## config.mk

```make
export PLATFORM = sky130hd
export DESIGN_NAME = i2c_master_register_access_unit
export DESIGN_NICKNAME = d
export VERILOG_FILES = /design/src/rtl/core/i2cmra_pkg.sv /design/src/rtl/core/i2cmra_front.sv /design/src/rtl/core/i2cmra_queue.sv /design/src/rtl/core/i2cmra_back.sv /design/src/rtl/core/i2c_master_register_access_unit.sv
export SDC_FILE = /design/constraint.sdc
export NUM_CORES = 1
export LEC_CHECK = 0
export BUFFER_PORTS_ARGS = -buffer_cell sky130_fd_sc_hd__clkbuf_2
export CORE_MARGIN = 3
export CORE_UTILIZATION = 45
export CTS_CLUSTER_SIZE = 10
export DETAILED_ROUTE_END_ITERATION = 16
export HOLD_SLACK_MARGIN = 0.06
export SETUP_SLACK_MARGIN = 0.4
export SKIP_LAST_GASP = 1
export SYNTH_ARGS = -nofsm -noshare
export SYNTH_HDL_FRONTEND = slang
export SYNTH_HIERARCHICAL = 1
export SYNTH_SLANG_ARGS = --single-unit
```

## constraint.sdc

```tcl
create_clock -name clk_i -period 4.2 [get_ports clk_i]
set_input_delay 0.42 -clock clk_i [delete_from_list [all_inputs] [get_ports clk_i]]
set_output_delay 0.42 -clock clk_i [all_outputs]
set_load 0.02 [all_outputs]
```

## src/rtl/core/i2cmra_pkg.sv

```systemverilog
`default_nettype none
// ----------------------------------------------------------------------------
// i2cmra_pkg
// Shared types and constants of the I2C register access unit.
// ----------------------------------------------------------------------------
package i2cmra_pkg;

  localparam int unsigned CfgIdxW   = 1;
  localparam int unsigned CfgDataW  = 16;
  localparam int unsigned InDataW   = 24;
  localparam int unsigned InUserW   = 2;
  localparam int unsigned OutDataW  = 16;

  localparam logic [1:0] OP_TICK  = 2'd0;
  localparam logic [1:0] OP_WRITE = 2'd1;
  localparam logic [1:0] OP_READ  = 2'd2;

  localparam logic [CfgIdxW-1:0] CFG_PHASE_TICKS = 1'b0;
  localparam logic [CfgIdxW-1:0] CFG_ACK_TIMEOUT = 1'b1;

  localparam logic [15:0] PHASE_TICKS_RST = 16'd5;
  localparam logic [7:0]  ACK_TIMEOUT_RST = 8'd250;

  typedef enum logic [1:0] {
    K_TICK,
    K_WRITE,
    K_READ,
    K_NONE
  } kind_e;

  typedef enum logic [4:0] {
    PH_IDLE, PH_RS_PREP, PH_S_HIGH, PH_S_FALL, PH_S_LOW,
    PH_BIT_LOW, PH_BIT_HIGH, PH_ACK_LOW, PH_ACK_HIGH, PH_ACK_END,
    PH_RD_LOW, PH_RD_HIGH, PH_NACK_LOW, PH_NACK_HIGH,
    PH_SP_LOW, PH_SP_HIGH, PH_SP_END
  } ph_e;

  typedef struct packed {
    kind_e      kind;
    logic [6:0] dev;
    logic [7:0] regaddr;
    logic [7:0] data;
    logic       sda;
  } req_t;

  typedef struct packed {
    logic       rejected;
    logic       ack_error;
    logic [7:0] read_data;
    logic       done;
    logic       busy;
    logic       sda_en;
    logic       sda_out;
    logic       scl;
  } res_t;

endpackage
`default_nettype wire

```

## src/rtl/core/i2cmra_front.sv

```systemverilog
`default_nettype none
// ----------------------------------------------------------------------------
// i2cmra_front
// Takes requests from the input stream and classifies the operation code.
// ----------------------------------------------------------------------------
module i2cmra_front (
  input  wire logic                          s_axis_tvalid,
  output logic                               s_axis_tready,
  input  wire logic [i2cmra_pkg::InDataW-1:0] s_axis_tdata,
  input  wire logic [i2cmra_pkg::InUserW-1:0] s_axis_tuser,
  input  wire logic                          q_full_i,
  output logic                               push_o,
  output i2cmra_pkg::req_t                   req_o
);
  import i2cmra_pkg::*;

  kind_e kind;

  always_comb begin
    unique case (s_axis_tuser)
      OP_TICK:  kind = K_TICK;
      OP_WRITE: kind = K_WRITE;
      OP_READ:  kind = K_READ;
      default:  kind = K_NONE;
    endcase
  end

  assign s_axis_tready = ~q_full_i;
  assign push_o        = s_axis_tvalid & ~q_full_i;

  assign req_o.kind    = kind;
  assign req_o.dev     = s_axis_tdata[6:0];
  assign req_o.regaddr = s_axis_tdata[14:7];
  assign req_o.data    = s_axis_tdata[22:15];
  assign req_o.sda     = s_axis_tdata[23];

endmodule
`default_nettype wire

```

## src/rtl/core/i2cmra_queue.sv

```systemverilog
`default_nettype none
// ----------------------------------------------------------------------------
// i2cmra_queue
// Two-entry request queue between the front and the bus sequencer.
// ----------------------------------------------------------------------------
module i2cmra_queue (
  input  wire logic             clk_i,
  input  wire logic             rst_ni,
  input  wire logic             push_i,
  input  wire i2cmra_pkg::req_t req_i,
  output logic                  full_o,
  output logic                  valid_o,
  input  wire logic             pop_i,
  output i2cmra_pkg::req_t      req_o
);
  import i2cmra_pkg::*;

  req_t       mem_q [2];
  logic       wr_ptr_q, wr_ptr_d;
  logic       rd_ptr_q, rd_ptr_d;
  logic [1:0] cnt_q, cnt_d;

  assign full_o  = (cnt_q == 2'd2);
  assign valid_o = (cnt_q != 2'd0);
  assign req_o   = mem_q[rd_ptr_q];

  always_comb begin
    wr_ptr_d = wr_ptr_q ^ push_i;
    rd_ptr_d = rd_ptr_q ^ pop_i;
    cnt_d    = cnt_q + {1'b0, push_i} - {1'b0, pop_i};
  end

  always_ff @(posedge clk_i or negedge rst_ni) begin
    if (!rst_ni) begin
      wr_ptr_q <= 1'b0;
      rd_ptr_q <= 1'b0;
      cnt_q    <= 2'd0;
    end else begin
      wr_ptr_q <= wr_ptr_d;
      rd_ptr_q <= rd_ptr_d;
      cnt_q    <= cnt_d;
    end
  end

  always_ff @(posedge clk_i) begin
    if (push_i) begin
      mem_q[wr_ptr_q] <= req_i;
    end
  end

endmodule
`default_nettype wire

```

## src/rtl/core/i2cmra_back.sv

```systemverilog
`default_nettype none
// ----------------------------------------------------------------------------
// i2cmra_back
// Bus phase sequencer, configuration registers and output register.
// ----------------------------------------------------------------------------
module i2cmra_back (
  input  wire logic                           clk_i,
  input  wire logic                           rst_ni,
  input  wire logic                           cfg_we_i,
  input  wire logic [i2cmra_pkg::CfgIdxW-1:0]  cfg_idx_i,
  input  wire logic [i2cmra_pkg::CfgDataW-1:0] cfg_wdata_i,
  input  wire logic                           q_valid_i,
  input  wire i2cmra_pkg::req_t               req_i,
  output logic                                pop_o,
  output logic                                m_axis_tvalid,
  input  wire logic                           m_axis_tready,
  output i2cmra_pkg::res_t                    res_o
);
  import i2cmra_pkg::*;

  logic [15:0] pt_q;
  logic [7:0]  at_q;

  ph_e         ph_q, ph_d;
  logic [16:0] pcnt_q, pcnt_d;
  logic [3:0]  bcnt_q, bcnt_d;
  logic [1:0]  bidx_q, bidx_d;
  logic [7:0]  shift_q, shift_d;
  logic [7:0]  await_q, await_d;
  logic        rd_q, rd_d;
  logic [6:0]  dev_q, dev_d;
  logic [7:0]  reg_q, reg_d;
  logic [7:0]  dat_q, dat_d;
  logic [7:0]  rx_q, rx_d;
  logic        abort_q, abort_d;
  logic        ovalid_q, ovalid_d;
  res_t        out_q, out_d;

  logic        done, rej;
  logic [15:0] slen;
  logic [16:0] plen;
  logic [16:0] pcnt_inc;
  logic [3:0]  bcnt_inc;
  logic [7:0]  await_inc;
  logic [2:0]  lv;

  function automatic logic [7:0] load_byte(logic [1:0] bi, logic isr,
                                           logic [6:0] dv, logic [7:0] rg,
                                           logic [7:0] dt);
    logic [7:0] b;
    priority if (bi == 2'd0) b = {dv, 1'b0};
    else if (bi == 2'd1)     b = rg;
    else if (!isr)           b = dt;
    else                     b = {dv, 1'b1};
    return b;
  endfunction

  // {SCL, SDA, enable}
  function automatic logic [2:0] levels(ph_e ph, logic b);
    logic [2:0] l;
    unique case (ph)
      PH_RS_PREP:                       l = 3'b011;
      PH_S_FALL:                        l = 3'b101;
      PH_S_LOW:                         l = 3'b001;
      PH_BIT_LOW:                       l = {1'b0, b, 1'b1};
      PH_BIT_HIGH:                      l = {1'b1, b, 1'b1};
      PH_ACK_LOW, PH_ACK_END, PH_RD_LOW: l = 3'b010;
      PH_ACK_HIGH, PH_RD_HIGH:          l = 3'b110;
      PH_NACK_LOW:                      l = 3'b011;
      PH_SP_LOW:                        l = 3'b001;
      PH_SP_HIGH:                       l = 3'b101;
      default:                          l = 3'b111;
    endcase
    return l;
  endfunction

  assign pop_o = q_valid_i & (~ovalid_q | m_axis_tready);

  always_comb begin
    slen = (pt_q == 16'd0) ? 16'd1 : pt_q;
    unique case (ph_q)
      PH_RS_PREP, PH_S_HIGH, PH_S_FALL, PH_S_LOW,
      PH_SP_LOW, PH_SP_HIGH, PH_SP_END: plen = {slen, 1'b0};
      default:                          plen = {1'b0, slen};
    endcase
    pcnt_inc  = pcnt_q + 17'd1;
    bcnt_inc  = bcnt_q + 4'd1;
    await_inc = (await_q != 8'hFF) ? (await_q + 8'd1) : await_q;
  end

  always_comb begin
    ph_d    = ph_q;
    pcnt_d  = pcnt_q;
    bcnt_d  = bcnt_q;
    bidx_d  = bidx_q;
    shift_d = shift_q;
    await_d = await_q;
    rd_d    = rd_q;
    dev_d   = dev_q;
    reg_d   = reg_q;
    dat_d   = dat_q;
    rx_d    = rx_q;
    abort_d = abort_q;
    done    = 1'b0;
    rej     = 1'b0;

    if (pop_o) begin
      unique case (req_i.kind)
        K_WRITE, K_READ: begin
          if (ph_q != PH_IDLE) begin
            rej = 1'b1;
          end else begin
            dev_d   = req_i.dev;
            reg_d   = req_i.regaddr;
            dat_d   = req_i.data;
            rd_d    = (req_i.kind == K_READ);
            bidx_d  = 2'd0;
            bcnt_d  = 4'd0;
            shift_d = 8'd0;
            await_d = 8'd0;
            pcnt_d  = 17'd0;
            abort_d = 1'b0;
            ph_d    = PH_S_HIGH;
          end
        end
        K_TICK: begin
          if (ph_q == PH_ACK_HIGH) begin
            if (pcnt_q < {1'b0, slen}) begin
              pcnt_d = pcnt_inc;
            end else if (!req_i.sda) begin
              pcnt_d = 17'd0;
              ph_d   = PH_ACK_END;
            end else begin
              await_d = await_inc;
              if (await_inc >= at_q) begin
                abort_d = 1'b1;
                pcnt_d  = 17'd0;
                ph_d    = PH_SP_LOW;
              end
            end
          end else if (ph_q != PH_IDLE) begin
            pcnt_d = pcnt_inc;
            if (pcnt_inc >= plen) begin
              pcnt_d = 17'd0;
              unique case (ph_q)
                PH_RS_PREP: ph_d = PH_S_HIGH;
                PH_S_HIGH:  ph_d = PH_S_FALL;
                PH_S_FALL:  ph_d = PH_S_LOW;
                PH_S_LOW: begin
                  shift_d = load_byte(bidx_q, rd_q, dev_q, reg_q, dat_q);
                  bcnt_d  = 4'd0;
                  ph_d    = PH_BIT_LOW;
                end
                PH_BIT_LOW: ph_d = PH_BIT_HIGH;
                PH_BIT_HIGH: begin
                  shift_d = {shift_q[6:0], 1'b0};
                  if (bcnt_inc >= 4'd8) begin
                    bcnt_d  = 4'd0;
                    await_d = 8'd0;
                    ph_d    = PH_ACK_LOW;
                  end else begin
                    bcnt_d = bcnt_inc;
                    ph_d   = PH_BIT_LOW;
                  end
                end
                PH_ACK_LOW: ph_d = PH_ACK_HIGH;
                PH_ACK_END: begin
                  if (!rd_q) begin
                    if (bidx_q < 2'd2) begin
                      bidx_d  = bidx_q + 2'd1;
                      shift_d = load_byte(bidx_q + 2'd1, rd_q, dev_q, reg_q, dat_q);
                      bcnt_d  = 4'd0;
                      ph_d    = PH_BIT_LOW;
                    end else begin
                      ph_d = PH_SP_LOW;
                    end
                  end else if (bidx_q == 2'd0) begin
                    bidx_d  = 2'd1;
                    shift_d = load_byte(2'd1, rd_q, dev_q, reg_q, dat_q);
                    bcnt_d  = 4'd0;
                    ph_d    = PH_BIT_LOW;
                  end else if (bidx_q == 2'd1) begin
                    bidx_d = 2'd2;
                    ph_d   = PH_RS_PREP;
                  end else begin
                    shift_d = 8'd0;
                    bcnt_d  = 4'd0;
                    ph_d    = PH_RD_LOW;
                  end
                end
                PH_RD_LOW: ph_d = PH_RD_HIGH;
                PH_RD_HIGH: begin
                  shift_d = {shift_q[6:0], req_i.sda};
                  if (bcnt_inc >= 4'd8) begin
                    bcnt_d = 4'd0;
                    ph_d   = PH_NACK_LOW;
                  end else begin
                    bcnt_d = bcnt_inc;
                    ph_d   = PH_RD_LOW;
                  end
                end
                PH_NACK_LOW:  ph_d = PH_NACK_HIGH;
                PH_NACK_HIGH: ph_d = PH_SP_LOW;
                PH_SP_LOW:    ph_d = PH_SP_HIGH;
                PH_SP_HIGH:   ph_d = PH_SP_END;
                PH_SP_END: begin
                  if (rd_q && !abort_q) begin
                    rx_d = shift_q;
                  end
                  done = 1'b1;
                  ph_d = PH_IDLE;
                end
                default: ph_d = PH_IDLE;
              endcase
            end
          end
        end
        default: ;
      endcase
    end

    lv                = levels(ph_d, shift_d[7]);
    out_d             = out_q;
    if (pop_o) begin
      out_d.scl       = lv[2];
      out_d.sda_out   = lv[1];
      out_d.sda_en    = lv[0];
      out_d.busy      = (ph_d != PH_IDLE);
      out_d.done      = done;
      out_d.read_data = rx_d;
      out_d.ack_error = done & abort_d;
      out_d.rejected  = rej;
    end
    ovalid_d = pop_o | (ovalid_q & ~m_axis_tready);
  end

  always_ff @(posedge clk_i or negedge rst_ni) begin
    if (!rst_ni) begin
      pt_q     <= PHASE_TICKS_RST;
      at_q     <= ACK_TIMEOUT_RST;
      ph_q     <= PH_IDLE;
      pcnt_q   <= 17'd0;
      bcnt_q   <= 4'd0;
      bidx_q   <= 2'd0;
      shift_q  <= 8'd0;
      await_q  <= 8'd0;
      rd_q     <= 1'b0;
      dev_q    <= 7'd0;
      reg_q    <= 8'd0;
      dat_q    <= 8'd0;
      rx_q     <= 8'd0;
      abort_q  <= 1'b0;
      ovalid_q <= 1'b0;
    end else begin
      if (cfg_we_i) begin
        unique case (cfg_idx_i)
          CFG_PHASE_TICKS: pt_q <= cfg_wdata_i;
          CFG_ACK_TIMEOUT: at_q <= cfg_wdata_i[7:0];
          default: ;
        endcase
      end
      ph_q     <= ph_d;
      pcnt_q   <= pcnt_d;
      bcnt_q   <= bcnt_d;
      bidx_q   <= bidx_d;
      shift_q  <= shift_d;
      await_q  <= await_d;
      rd_q     <= rd_d;
      dev_q    <= dev_d;
      reg_q    <= reg_d;
      dat_q    <= dat_d;
      rx_q     <= rx_d;
      abort_q  <= abort_d;
      ovalid_q <= ovalid_d;
    end
  end

  always_ff @(posedge clk_i) begin
    out_q <= out_d;
  end

  assign m_axis_tvalid = ovalid_q;
  assign res_o         = out_q;

endmodule
`default_nettype wire

```

## src/rtl/core/i2c_master_register_access_unit.sv

```systemverilog
`default_nettype none
// ----------------------------------------------------------------------------
// i2c_master_register_access_unit
// I2C master for single-byte register writes and reads, stepped by ticks.
// ----------------------------------------------------------------------------
// Requests come in on s_axis: tuser carries the operation (tick, register
// write, register read), tdata the device address, register address, write
// data and the SDA level sampled for the tick. Each request gives exactly one
// response on m_axis with the SCL/SDA pin levels and the transfer status.
// The cfg port sets phase_ticks (index 0) and ack_timeout (index 1); write it
// only while no transfer runs.
// A request passes a two-entry queue and the sequencer; its response is held
// in the output register. One request per cycle is sustained while m_axis
// does not stall.
// When m_axis stalls the response is held in the output register, the queue
// fills and s_axis_tready drops after two more requests.
// Reset returns the sequencer to idle, loads the default register values and
// empties the queue and the output register; its pin levels are not reset.
// ----------------------------------------------------------------------------
module i2c_master_register_access_unit (
  input  wire logic                           clk_i,
  input  wire logic                           rst_ni,
  input  wire logic                           cfg_we_i,
  input  wire logic [i2cmra_pkg::CfgIdxW-1:0]  cfg_idx_i,
  input  wire logic [i2cmra_pkg::CfgDataW-1:0] cfg_wdata_i,
  input  wire logic                           s_axis_tvalid,
  output logic                                s_axis_tready,
  // device_address[6:0], register_address[14:7], write_data[22:15], sda_level[23]
  input  wire logic [i2cmra_pkg::InDataW-1:0]  s_axis_tdata,
  // operation[1:0]
  input  wire logic [i2cmra_pkg::InUserW-1:0]  s_axis_tuser,
  output logic                                m_axis_tvalid,
  input  wire logic                           m_axis_tready,
  // scl_level[0], sda_out[1], sda_enable[2], busy_res[3], done_res[4],
  // read_data[12:5], ack_error[13], command_rejected[14], zero[15]
  output logic [i2cmra_pkg::OutDataW-1:0]      m_axis_tdata
);
  import i2cmra_pkg::*;

  req_t fr_req, q_req;
  logic q_full, q_valid, push, pop;
  res_t res;

  i2cmra_front u_front (
    .s_axis_tvalid (s_axis_tvalid),
    .s_axis_tready (s_axis_tready),
    .s_axis_tdata  (s_axis_tdata),
    .s_axis_tuser  (s_axis_tuser),
    .q_full_i      (q_full),
    .push_o        (push),
    .req_o         (fr_req)
  );

  i2cmra_queue u_queue (
    .clk_i   (clk_i),
    .rst_ni  (rst_ni),
    .push_i  (push),
    .req_i   (fr_req),
    .full_o  (q_full),
    .valid_o (q_valid),
    .pop_i   (pop),
    .req_o   (q_req)
  );

  i2cmra_back u_back (
    .clk_i         (clk_i),
    .rst_ni        (rst_ni),
    .cfg_we_i      (cfg_we_i),
    .cfg_idx_i     (cfg_idx_i),
    .cfg_wdata_i   (cfg_wdata_i),
    .q_valid_i     (q_valid),
    .req_i         (q_req),
    .pop_o         (pop),
    .m_axis_tvalid (m_axis_tvalid),
    .m_axis_tready (m_axis_tready),
    .res_o         (res)
  );

  assign m_axis_tdata = {1'b0, res};

endmodule
`default_nettype wire

```

Word level (Yosys, flattened, before mapping) --
Memory sizes are Yosys's and may differ from the RTL's. Cells that the tools add are included.
Operators by class: reduce and logical (&&, ||, !) cells 27, bitwise logic cells 13, eq/ne operators 55, order comparisons 5, add/sub/neg operators 6, muxes and demuxes 98
Operators with widths (number):
- two-way mux 8 bit | 30
- two-way mux 17 bit | 8
- equality test 5 x 4 -> 1 bit, second input constant | 15
- one-hot mux 5 bit (14 select lines) | 1
- two-way mux 5 bit | 10
- two-way mux 4 bit | 11
- equality test 5 x 3 -> 1 bit, second input constant | 8
- AND reduction 9 bit | 4
- one-hot mux 17 bit (2 select lines) | 1
- one-hot mux 8 bit (2 select lines) | 2
- one-hot mux 8 bit (4 select lines) | 1
- one-hot mux 3 bit (7 select lines) | 1
- two-way mux 2 bit | 10
- adder 17 x 1 -> 17 bit, second input constant | 1
- greater-or-equal comparator 17 bit | 1
- less-than comparator 17 x 16 -> 1 bit | 1
- logical NOT 16 bit | 1
- two-way mux 16 bit | 1
- equality test 5 x 2 -> 1 bit, second input constant | 3
- two-way mux 1 bit | 15
- inequality test 5 bit, second input constant | 3
- inequality test 3 x 1 -> 1 bit, second input constant | 4
- one-hot mux 4 bit (3 select lines) | 1
- OR reduction 2 bit | 6
- 39 further kinds | 65
Word-level totals: word-level logic and storage cells 232, output and inout bits 18, RAM bits 52, bits in registers 121, input port bits 48, memories kept 1
Memories:
- u_queue.mem_q | depth 2, width 26, read ports 1, clocked after Yosys merged registers in 0, write ports 1, RTL line i2cmra_queue.sv:18 | req_t mem_q [2];

Depth between registers and ports, before layout --
Gate-level depths: netlist of run 1.
depth after elaboration 13, mapped depth 22, depth with buffers taken out 19

By module --
The synthesis of run 1 kept the hierarchy.
Modules (own cells, without submodules):
- i2cmra_back | area each 7399.6 um2, sequential area each 3012.9 um2, cells an instance 833, times used 1
- i2cmra_queue | area each 2187.1 um2, sequential area each 1661.6 um2, cells an instance 97, times used 1
- i2cmra_front | area each 197.7 um2, sequential area each 0.0 um2, cells an instance 28, times used 1
- i2c_master_register_access_unit | area each 11.3 um2, sequential area each 0.0 um2, cells an instance 2, times used 1

Least setup slack after synthesis of run 1 --
No wires, ideal clock.
path kind reg-to-reg, start point reg u_back.pcnt_q[0], end point reg u_back.out_q (netlist bit u_back/res_o[1]), data pin, arrival 4120 ps, buffers on the path 2, data required time 3930 ps, period minus slack after synthesis 4390 ps, cell stages (with the launch flop) 22, setup time 270 ps, path slack -190 ps, cells stage by stage dfrtp_1 ha_1 nand3_1 nor2_1 and3_1 buf_2 nand2_1 or2_1 clkbuf_1 nor3_1 xor2_1 ha_1 a21oi_1 o21a_1 a21boi_1 o21a_2 nor3_1 a211oi_1 inv_1 or3_1 a21oi_1 o21ai_1
On the way: longest elaborated chain between the ends 10, elaborated cells between the ends (all ways) 33, classes of those cells 1 x add/sub; 2 x order compare; 13 x eq/ne; 12 x mux; 5 x reduce/logical
Ends and longest elaborated chain:
- from (decl) | RTL line i2cmra_back.sv:25 | logic [16:0] pcnt_q, pcnt_d;
- from (signal assigned) | RTL line i2cmra_back.sv:263 | pcnt_q <= pcnt_d;
- adder 17 x 1 -> 17 bit | RTL line i2cmra_back.sv:86 | pcnt_inc = pcnt_q + 17'd1;
- greater-or-equal comparator 17 bit | RTL line i2cmra_back.sv:143 | if (pcnt_inc >= plen) begin
- two-way mux 5 bit | RTL line i2cmra_back.sv:143
- two-way mux 5 bit | RTL line i2cmra_back.sv:141 | end else if (ph_q != PH_IDLE) begin
- two-way mux 5 bit * | RTL line i2cmra_back.sv:127 | if (ph_q == PH_ACK_HIGH) begin
- one-hot mux 5 bit (2 select lines) * | RTL line i2cmra_back.sv:108 | unique case (req_i.kind)
- two-way mux 5 bit * | RTL line i2cmra_back.sv:107 | if (pop_o) begin
- via u_back.ph_d[3] | RTL line i2cmra_back.sv:24 | ph_e ph_q, ph_d;
- equality test 5 x 3 -> 1 bit, or another cell as far along | RTL line i2cmra_back.sv:61 | unique case (ph)
- OR reduction 3 bit, or another cell as far along | RTL line i2cmra_back.sv:61
- one-hot mux 3 bit (7 select lines) * | RTL line i2cmra_back.sv:61
- via u_back.lv[1] | RTL line i2cmra_back.sv:45 | logic [2:0] lv;
- to (signal assigned) | RTL line i2cmra_back.sv:279 | out_q <= out_d;
- to (decl) | RTL line i2cmra_back.sv:37 | res_t out_q, out_d;
Mark *: on every way through the listed nets, which the timed path passes. The rest lies on a longest branch. The select of a mux whose other input is x is not followed. A chain may end at the register's enable or synchronous reset.

Final worst setup path of run 1 --
start point reg u_back.pcnt_q[0], end point reg u_back.out_q (netlist bit u_back/res_o[1]), data pin
On the way: longest elaborated chain between the ends 10, elaborated cells between the ends (all ways) 33, classes of those cells 1 x add/sub; 2 x order compare; 13 x eq/ne; 12 x mux; 5 x reduce/logical
Ends and longest elaborated chain (RTL line):
- adder 17 x 1 -> 17 bit | i2cmra_back.sv:86
- greater-or-equal comparator 17 bit | i2cmra_back.sv:143
- two-way mux 5 bit | i2cmra_back.sv:143
- two-way mux 5 bit | i2cmra_back.sv:141
- two-way mux 5 bit | i2cmra_back.sv:127
- one-hot mux 5 bit (2 select lines) | i2cmra_back.sv:108
- two-way mux 5 bit | i2cmra_back.sv:107
- equality test 5 x 3 -> 1 bit, or another cell as far along | i2cmra_back.sv:61
- OR reduction 3 bit, or another cell as far along | i2cmra_back.sv:61
- one-hot mux 3 bit (7 select lines) * | i2cmra_back.sv:61
- via u_back.lv[1] | i2cmra_back.sv:45
Marks and branches as above.

==> metrics.txt, run 1 <==
status finished, final reports clean; sequential fraction of the synthesis area 47.7%; most frequently used cell type in the post-synthesis netlist sky130_fd_sc_hd__nand2_1; setup slack on the worst flop-to-flop path between 300 and 400 ps; CORE AREA 21200 µm²; worst hold slack across all endpoints 171 ps; overall die width about 150 µm; layout cells sized above 1 28.5%; most frequent cells after synthesis sky130_fd_sc_hd__nand2_1, sky130_fd_sc_hd__dfrtp_1, sky130_fd_sc_hd__o21ai_0; mean instance size in the synthesized netlist 10.2 µm²; area share of the largest cell type after synthesis about a quarter; time the worst path needs with I/O delays and setup ~3800 ps; Vias per Instance roughly 5.5; num ports 66; Slew HR 29.4%; Antenna Violating Nets Remaining 0; part of the cycle the worst path needs 91.4%; data required time of the critical path 4360 ps; IO Port Bufs 64; Setup crit end u_back/res_o[1]; fill cell instance count of the final layout 1846; Worst Setup Slack, final 363 ps; Setup Total Neg Slack 0 ps; pwr/cell area 593 nW/µm²; Worst-Margin Slew 1050 ps; critical path type reg2reg; total global-route track usage 19.1%; via count 7290; TritonCTS clock tree built; drt drc 0; Highest Clock Rate 261 MHz; Final Cell Area around 12000 µm²; cells after synthesis 960; CTS sink cnt between 150 and 200; Area growth, synth to finish 17.9%; final number of hold-violating endpoints 0; worst vdd ir 362 µV; final-report setup violation count 0; RSZ-0062 raised after global routing true; Syn. warnings 6; # diodes 0; launch point of the critical path u_back/pcnt_q[0]; WL/cell 17.3 µm; Core Rows 53; cells on worst reg2reg path 18; end of the worst register-to-register path u_back/res_o[1]; Crit path arrival time roughly 4000 ps; routability-driven placement congestion ratio 0.884; nature of the critical path startpoint flop; leading post-synthesis cells by cell area sky130_fd_sc_hd__dfrtp_1, sky130_fd_sc_hd__edfxtp_1, sky130_fd_sc_hd__ha_1; cell area after synthesis 9800 µm²; wire length of the first global-routing pass 36400 µm; cell taking the most area after synthesis sky130_fd_sc_hd__dfrtp_1; number of register bits inferred by synthesis between 150 and 200; total clock buffers created by CTS 17; start of the worst register-to-register path u_back/pcnt_q[0]; GRT Residual Overflow 0; Distinct cells, synth 76; placed cell areas between 10000 and 15000 µm²; kind of end point of the critical path flop; EDFF count, synth 67; storage element area 4680 µm²; initial antenna violation count 0; chip height 154 µm; CTS H-tree lvls 4; via count of the first global-routing pass 6829; number of nets in the finished design about 1100; final wirelength roughly 23000 µm; CTS root buf sky130_fd_sc_hd__clkbuf_16; dominant register cell in the synthesized netlist sky130_fd_sc_hd__dfrtp_1; multi-input combinational cell area 4790 µm²; Final HPWL DP 15900 µm; final clock skew approximately 11 ps; DRC violation total after the first TritonRoute iteration between 600 and 700; Starting Density 46.2%; classification of the worst-slack hold path in2reg; post-synthesis net count between 1000 and 1500; crit path max fanout 5; max-slew violation total from the final report 0; maximum number of buffers from clock root to sink 2; share of synthesized flip-flops with an asynchronous set or reset roughly three fifths; Initial DRT Pass Iterations 5; Leakage Power 0.00500 µW; DIE AREA 23600 µm²; post-placement worst setup slack 107 ps; number of max-cap violations 0; Clock Pin Slew Worst Setup and Hold Paths roughly 80 ps; maximum number of pins on one net before global-route repair 55; Clock Latency Late Sink between 400 and 500 ps
## layout by cell type, fill, tap and decap left out, types with 7 or more instances in the layout
cell type	n
sky130_fd_sc_hd__a21o_1	8
sky130_fd_sc_hd__a21oi_1	53
sky130_fd_sc_hd__buf_4	53
sky130_fd_sc_hd__clkbuf_16	17
sky130_fd_sc_hd__clkbuf_2	63
sky130_fd_sc_hd__clkinv_8	8
sky130_fd_sc_hd__dfrtp_1	93
sky130_fd_sc_hd__dfstp_2	8
sky130_fd_sc_hd__edfxtp_1	67
sky130_fd_sc_hd__ha_1	52
sky130_fd_sc_hd__inv_1	59
sky130_fd_sc_hd__mux2_2	36
sky130_fd_sc_hd__mux2_4	19
sky130_fd_sc_hd__nand2_1	110
sky130_fd_sc_hd__nand2b_1	18
sky130_fd_sc_hd__nand3_1	15
sky130_fd_sc_hd__nand4_1	8
sky130_fd_sc_hd__nor2_1	42
sky130_fd_sc_hd__nor2_2	7
sky130_fd_sc_hd__nor2b_1	8
sky130_fd_sc_hd__nor3_1	15
sky130_fd_sc_hd__o21ai_0	82
sky130_fd_sc_hd__o21ai_1	7
sky130_fd_sc_hd__o22ai_1	14
sky130_fd_sc_hd__xnor2_1	10
sky130_fd_sc_hd__xor2_1	11
## registers in the layout, summed over array words and instances (netlist names)
register and flops:
u_back/abort_q 1, u_back/at_q 8, u_back/await_q 8, u_back/bcnt_q 4, u_back/bidx_q 2, u_back/dat_q 8, u_back/dev_q 7, u_back/m_axis_tvalid 1
u_back/pcnt_q 17, u_back/ph_q 5, u_back/pt_q 16, u_back/rd_q 1, u_back/reg_q 8, u_back/res_o 15, u_back/rx_q 8, u_back/shift_q 8
u_queue/cnt_q 2, u_queue/mem_q 52, u_queue/rd_ptr_q 1, u_queue/wr_ptr_q 1
## critical path, cell delays in order, from the launching register on
cell and delay (ps):
sky130_fd_sc_hd__dfrtp_2 400, sky130_fd_sc_hd__ha_4 170, sky130_fd_sc_hd__nand3_4 90, sky130_fd_sc_hd__nor2_4 100, sky130_fd_sc_hd__and3_4 190, sky130_fd_sc_hd__nand2_1 50
sky130_fd_sc_hd__or2_4 290, sky130_fd_sc_hd__nor3_4 110, sky130_fd_sc_hd__xor2_1 210, sky130_fd_sc_hd__ha_1 300, sky130_fd_sc_hd__a21oi_2 130, sky130_fd_sc_hd__o21a_1 150
sky130_fd_sc_hd__a21boi_4 200, sky130_fd_sc_hd__o21ai_2 100, sky130_fd_sc_hd__and4_1 200, sky130_fd_sc_hd__a211o_1 290, sky130_fd_sc_hd__or3_4 370, sky130_fd_sc_hd__a21oi_2 140
sky130_fd_sc_hd__o21ai_1 80
## through the flow
stage                     util, %  total power (µW)  instances
after floorplan                 -              4260        960
after global placement       48.8              4900       1257
after detailed placement     48.8              4920       1257
after CTS                    52.8              6710       1307
after global routing         54.4              7290       1320
final                        54.4              6840       1320
## area by class of cell
type	instances	share of cell area (%)
clock buffers	17	3.68
clock inverters	15	2.09
inverters	59	1.92
multi-input cells	656	41.5
flip-flops and latches	173	40.5
well taps	275	2.98
repair buffers	125	7.27
## kinds of logic (layout without fill, tap and decap cells)
group                      after synthesis  in the layout  synth area share, %
xor gates and xnor gates                22             22                 2.12
DFF                                    173            173                 47.7
other                                    1              1               0.0383
buffers and inverters                  131            216                 6.67
AOI/OAI and AO/OA                      239            239                 15.1
adders and majority gates               53             53                 6.77
muxes                                   59             59                 7.46
and+or+nand+nor                        282            282                 14.1
## repair_timing
action	in CTS	in global routing
endpoints found under the hold margin	5	0
hold buffers	1	0
setup buffers	17	13
pin swaps	2	20
setup endpoints to repair	41	57
resized for setup	14	57
## how the worst min path moves through the flow
stage,from,end,slack [ps],cells after the start
after global routing,s_axis_tdata[20],u_queue/mem_q[0][6],150,1
after floorplan,rst_ni,u_back/abort_q,120,0
after detailed placement,u_back/rx_q[0],u_back/rx_q[0],490,1
after CTS,s_axis_tdata[7],u_queue/mem_q[0][9],160,1
after global placement,u_back/rx_q[0],u_back/rx_q[0],480,1
final,s_axis_tdata[7],u_queue/mem_q[0][9],170,1
## where the power goes
part / internal [µW] / switching, µW / total (µW)
clock: 932 / 782 / 1710
combinational: 1090 / 1640 / 2730
sequential: 2170 / 231 / 2400
total: 4190 / 2650 / 6840
## routing by layer
metal	GRT usage, %	up-vias	share of wire (%)
met1	30.3	3532	51
met3	3.01	23	4.4
met4	5.17	0	1.2
met2	27.1	185	44
met5	0	-	0
li1	-	3550	-
Note: power is estimated with default switching activity, not from simulation.
==> inputs of run 2 (changes only) <==
--- a/config.mk
+++ b/config.mk
@@ -11,7 +11,6 @@
 export CTS_CLUSTER_SIZE = 10
 export DETAILED_ROUTE_END_ITERATION = 16
 export HOLD_SLACK_MARGIN = 0.06
-export SETUP_SLACK_MARGIN = 0.4
 export SKIP_LAST_GASP = 1
 export SYNTH_ARGS = -nofsm -noshare
 export SYNTH_HDL_FRONTEND = slang
==> run 2 against run 1 <==
Non-clock buffer count is 24 lower. Power fell by 2.1%. Global-route usage rose by 0.38 points. Worst hold slack lost 12 ps. First-iteration DRC count down 3.0%. Sequential power barely moved. Die area stayed put. Via count shrank 1.9%. Design area down 3.8%. Clock-buffer cell count did not move. Clock skew is 1.8 ps higher.
==> metrics.txt, run 2 (synthesis results as in run 1) <==
routability-driven placement congestion ratio 0.882; CORE AREA 21200 µm²; most flop-heavy register u_queue/mem_q; number of flip-flops in the largest register 52; final-report setup violation count 0; Regs by FF count u_queue/mem_q: 52 flops, u_back/pcnt_q: 17 flops, u_back/pt_q: 16 flops; critical path, cell by cell ha_4 -> nand3_2 -> nor2_2 -> and3_1 -> nand2_1 -> or2_4 -> nor3_2 -> xor2_1 -> ha_1 -> a21oi_1 -> o21a_1 -> a21boi_4 -> o21a_4 -> nor3_1 -> a211oi_2 -> inv_1 -> or3_1 -> a21oi_1 -> o21ai_1; via count of the first global-routing pass 6713; number of buffer and inverter instances along the worst setup path 1; Final HPWL DP ~16000 µm; Setup Total Neg Slack 0 ps; status finished, final reports clean; switching share of power 39.8%; Crit path arrival time 4200 ps; Initial DRT Pass Iterations 6; CTS sink cnt 173; number of max-cap violations 0; CTS root buf sky130_fd_sc_hd__clkbuf_16; share of the core filled with cells in the final layout 52.3%; Top delay family on crit path simple AND/OR/NAND/NOR gates; Clock Latency Late Sink 440 ps; share of power burned in registers a little over a third; chip height 154 µm; Core Rows 53; cell type of the slowest stage on the worst timing path sky130_fd_sc_hd__dfrtp_1; Logic pwr share 38.6%; Slew HR between 20% and 30%; final number of hold-violating endpoints 0; crit path max fanout 7; time the worst path needs with I/O delays and setup 4010 ps; post-placement worst setup slack -123 ps; TritonCTS clock tree built; wire length of the first global-routing pass 37100 µm; part of the cycle the worst path needs 95.5%; DRC violation total after the first TritonRoute iteration 611; overall die width 154 µm; nature of the critical path startpoint flop; Area growth, synth to finish 13.4%; non-filler instance count after layout 1297; Clock Pin Slew Worst Setup and Hold Paths 90 ps; Placed Cells incl. Taps 1260; drt drc 0; maximum number of buffers from clock root to sink 2; final clock skew 13.2 ps; num ports 66; CTS H-tree lvls 4; critical path type reg2reg; via count 7149; total net switching power approximately 2700 µW; most frequent cell on the critical path sky130_fd_sc_hd__a21oi_1; most common cell after layout, fill and taps aside sky130_fd_sc_hd__nand2_1; IO Port Bufs 64; Clk pwr share roughly 25%; classification of the worst-slack hold path in2reg; max-slew violation total from the final report 0; Highest Clock Rate 249 MHz; layout cells sized above 1 23.3%; Slowest Stage Delay on Critical Path around 400 ps; Starting Density a little under half; kind of end point of the critical path flop; most used cells in the layout excluding fill and tap cells sky130_fd_sc_hd__nand2_1, sky130_fd_sc_hd__dfrtp_1, sky130_fd_sc_hd__o21ai_0; initial antenna violation count 0; final wirelength 22500 µm; Worst Setup Slack, final 190 ps; Vias per Instance 5.51; total global-route track usage 19.5%; WL/cell ~17 µm; internal cell power 4030 µW; Worst-Margin Slew between 1000 and 1500 ps; worst vdd ir 296 µV; pwr/cell area ~600 nW/µm²; DIE AREA 23600 µm²; GRT Residual Overflow 0; # diodes 0; data required time of the critical path 4390 ps; number of nets in the finished design 1110; Leakage Power 0.00481 µW; Antenna Violating Nets Remaining 0; maximum number of pins on one net before global-route repair 54; total clock buffers created by CTS 17
run 2: stage by stage:
step | hold WS, ps | power (µW) | cell area [µm²]
2_1_floorplan | 124 | 4240 | 9810
3_3_place_gp | 482 | 4930 | 10300
3_5_place_dp | 481 | 4960 | 10300
4_1_cts | 143 | 6680 | 11000
5_1_grt | 135 | 7160 | 11100
6_report | 159 | 6700 | 11100
run 2: final cells by class:
| cell class | count | area (µm²) |
|---|---|---|
| fill | 1923 | 10100 |
| sequential | 173 | 4670 |
| multi-input combinational | 657 | 4600 |
| timing repair buffer | 101 | 616 |
| clock buffer | 17 | 425 |
| tap | 275 | 344 |
| clock inverter | 15 | 226 |
| inverter | 59 | 221 |
run 2: power by group through the flow:
stage / clock network, µW / logic (µW) / registers [µW]
global placement: 0 / 2490 / 2440
CTS: 1740 / 2530 / 2410
global route: 1810 / 2880 / 2460
detailed placement: 0 / 2500 / 2450
floorplan: 0 / 1840 / 2400
finish: 1690 / 2590 / 2420
run 2: worst paths after layout:
check | startpoint | endpoint | slack (ps) | depth (start not counted)
setup / recovery | u_back/pcnt_q[0] | u_back/res_o[1] | 190 | 19
hold / removal | s_axis_tdata[13] | u_queue/mem_q[1][15] | 160 | 1
hold reg to reg | u_back/rx_q[6] | u_back/rx_q[6] | 500 | 1
max in group asynchronous | rst_ni | u_back/pt_q[0] | 2690 | 3
setup reg to reg | u_back/pcnt_q[0] | u_back/res_o[1] | 190 | 19
min in group asynchronous | rst_ni | u_back/rx_q[2] | 570 | 2
run 2: routing by layer:
| metal | share of wire (%) | up-vias | routed length (µm) | GRT usage (%) |
|---|---|---|---|---|
| li1 | - | 3513 | - | - |
| met1 | 51 | 3419 | 11400 | 30.8 |
| met2 | 43 | 186 | 9650 | 27.7 |
| met3 | 4.8 | 31 | 1090 | 3.38 |
| met4 | 1.5 | 0 | 335 | 4.84 |
| met5 | 0 | - | 0 | 0 |
run 2: timing repair:
action                                  in CTS  in global routing
hold buffers                                 1                  0
pin swaps                                    0                  6
buffers inserted                             1                  2
gates cloned                                 0                  1
resized for setup                            2                 21
endpoints found under the setup margin       2                 39
hold endpoints to repair                    37                  0
==> inputs of run 3 (changes only) <==
--- a/config.mk
+++ b/config.mk
@@ -6,7 +6,7 @@
 export NUM_CORES = 1
 export LEC_CHECK = 0
 export BUFFER_PORTS_ARGS = -buffer_cell sky130_fd_sc_hd__clkbuf_2
-export CORE_MARGIN = 3
+export CORE_MARGIN = 4
 export CORE_UTILIZATION = 45
 export CTS_CLUSTER_SIZE = 10
 export DETAILED_ROUTE_END_ITERATION = 16
==> run 3 against run 2 <==
Via count fell by 0.25%. Critical path depth did not move. Global-route usage fell by 0.69 points. Largest power group unchanged. Critical endpoint unchanged. Highest routed layer unchanged.
==> metrics.txt, run 3 (synthesis results as in run 1) <==
start of the worst register-to-register path u_back/pcnt_q[1]; Final HPWL DP between 15000 and 20000 µm; Leakage Power 0.00485 µW; via count 7131; number of max-cap violations 0; maximum number of pins on one net before global-route repair 57; multi-input combinational cell area 4580 µm²; start point of the worst min-delay path s_axis_tdata[8]; number of flip-flops in the largest register between 50 and 60; layout cells sized above 1 23.3%; CTS root buf sky130_fd_sc_hd__clkbuf_16; crit path max fanout 7; Area growth, synth to finish 13.5%; total clock buffers created by CTS 17; final-report setup violation count 0; storage element area 4680 µm²; time the worst path needs with I/O delays and setup 3970 ps; Worst-Margin Slew 1130 ps; launch point of the critical path u_back/pcnt_q[1]; DRC violation total after the first TritonRoute iteration 640; data required time of the critical path 4370 ps; Clock Latency Late Sink 450 ps; Crit path arrival time 4150 ps; WL/cell 17.1 µm; total global-route track usage 18.8%; placed cell areas 10300 µm²; Slew HR between 20 and 25%; number of nets in the finished design ~1100; CTS H-tree lvls 4; critical path type reg2reg; DIE AREA 24200 µm²; non-filler instance count after layout 1301; chip height 156 µm; fill cell instance count of the final layout 1917; Vias per Instance 5.48; CTS sink cnt 173; max-slew violation total from the final report 0; num ports 66; setup slack on the worst flop-to-flop path approximately 230 ps; Final Cell Area 11100 µm²; depth of the worst hold-timing path 1; worst vdd ir 383 µV; most used cells in the layout excluding fill and tap cells sky130_fd_sc_hd__nand2_1, sky130_fd_sc_hd__dfrtp_1, sky130_fd_sc_hd__o21ai_0; routability-driven placement congestion ratio 0.934; final clock skew 15.7 ps; initial antenna violation count 1; Starting Density 46.2%; Antenna Violating Nets Remaining 0; CORE AREA between 20000 and 25000 µm²; kind of end point of the critical path flop; classification of the worst-slack hold path in2reg; maximum number of buffers from clock root to sink 2; Core Rows 53; via count of the first global-routing pass 6710; overall die width 156 µm; GRT Residual Overflow 0; nature of the critical path startpoint flop; most flop-heavy register u_queue/mem_q; TritonCTS clock tree built; Placed Cells incl. Taps 1258; Regs by FF count u_queue/mem_q: 52 flops, u_back/pcnt_q: 17 flops, u_back/pt_q: 16 flops; Clock Pin Slew Worst Setup and Hold Paths 80 ps; final wirelength 22300 µm; wire length of the first global-routing pass 36400 µm; drt drc 0; Initial DRT Pass Iterations 5; # diodes 0; IO Port Bufs 64; cells on worst reg2reg path 19; Highest Clock Rate about 250 MHz; part of the cycle the worst path needs 94.6%; pwr/cell area 597 nW/µm²; most common cell after layout, fill and taps aside sky130_fd_sc_hd__nand2_1; status finished, final reports clean; final number of hold-violating endpoints 0
[run 3: cell types whose count changed in the layout (fill, tap and decap cells not counted), moves of 2 or more]
cell / delta
sky130_fd_sc_hd__o21ai_0: +2
sky130_fd_sc_hd__inv_12: -2
sky130_fd_sc_hd__nor2_2: -2
sky130_fd_sc_hd__buf_4: +5
sky130_fd_sc_hd__nor2_1: +2
sky130_fd_sc_hd__nor3_2: -2
[run 3: stage by stage]
step	total power, µW	setup TNS, ps	util, %	worst slack [ps]	hold WS [ps]
floorplan	4240	0	-	27.3	124
global placement	4900	0	48.5	74.0	484
detailed placement	4930	-47.1	48.5	-33.8	485
CTS	6630	0	51.7	35.4	143
global route	7080	-141	52.4	-83.7	144
finish	6640	0	52.4	228	158
[run 3: per-layer routing]
| metal | GRT usage [%] | part of all wire, % |
|---|---|---|
| met2 | 26.4 | 42 |
| met5 | 0 | 0 |
| met3 | 3.99 | 5.2 |
| met1 | 29.5 | 51 |
| met4 | 4.67 | 1.3 |
[run 3: final cells by class]
| cell class | count | share of cell area (%) |
|---|---|---|
| sequential | 173 | 42.1 |
| multi-input combinational | 656 | 41.2 |
| timing repair buffer | 106 | 5.87 |
| clock buffer | 17 | 3.83 |
| tap | 275 | 3.09 |
| inverter | 59 | 1.99 |
| clock inverter | 15 | 1.96 |
[run 3: worst max-delay path: stages, from the launching register on]
cell and delay, ps:
sky130_fd_sc_hd__dfrtp_1 400, sky130_fd_sc_hd__ha_4 170, sky130_fd_sc_hd__nand3_2 100, sky130_fd_sc_hd__nor2_2 110, sky130_fd_sc_hd__and3_1 180, sky130_fd_sc_hd__nand2_1 60
sky130_fd_sc_hd__or2_4 280, sky130_fd_sc_hd__nor2_1 130, sky130_fd_sc_hd__xor2_1 240, sky130_fd_sc_hd__ha_1 290, sky130_fd_sc_hd__a21oi_1 140, sky130_fd_sc_hd__o21a_1 160
sky130_fd_sc_hd__a21boi_4 230, sky130_fd_sc_hd__o21a_4 200, sky130_fd_sc_hd__nor3_1 70, sky130_fd_sc_hd__a211oi_2 250, sky130_fd_sc_hd__inv_1 110, sky130_fd_sc_hd__or3_1 390
sky130_fd_sc_hd__a21oi_2 140, sky130_fd_sc_hd__o21ai_1 70
[run 3: path summary, 6_finish.rpt]
check	to
max	u_back/res_o[1]
min	u_queue/mem_q[1][10]
max reg2reg	u_back/res_o[1]
min reg2reg	u_back/rx_q[3]
max in group asynchronous	u_back/at_q[1]
min in group asynchronous	u_back/pt_q[10]
[run 3: report_power, final]
part	leakage, µW	switching (µW)	total (µW)	internal [µW]
combinational	0.00255	1550	2550	1000
sequential	0.00198	239	2410	2170
clock	0.000310	840	1680	839
total	0.00485	2630	6640	4010
[run 3: what timing repair did]
| item | in CTS | in global routing |
|---|---|---|
| setup endpoints to repair | 2 | 40 |
| setup buffers | 0 | 10 |
| pin swaps | 0 | 7 |
| gates resized for setup | 1 | 18 |
| hold buffers | 1 | 0 |
| endpoints found under the hold margin | 3 | 0 |
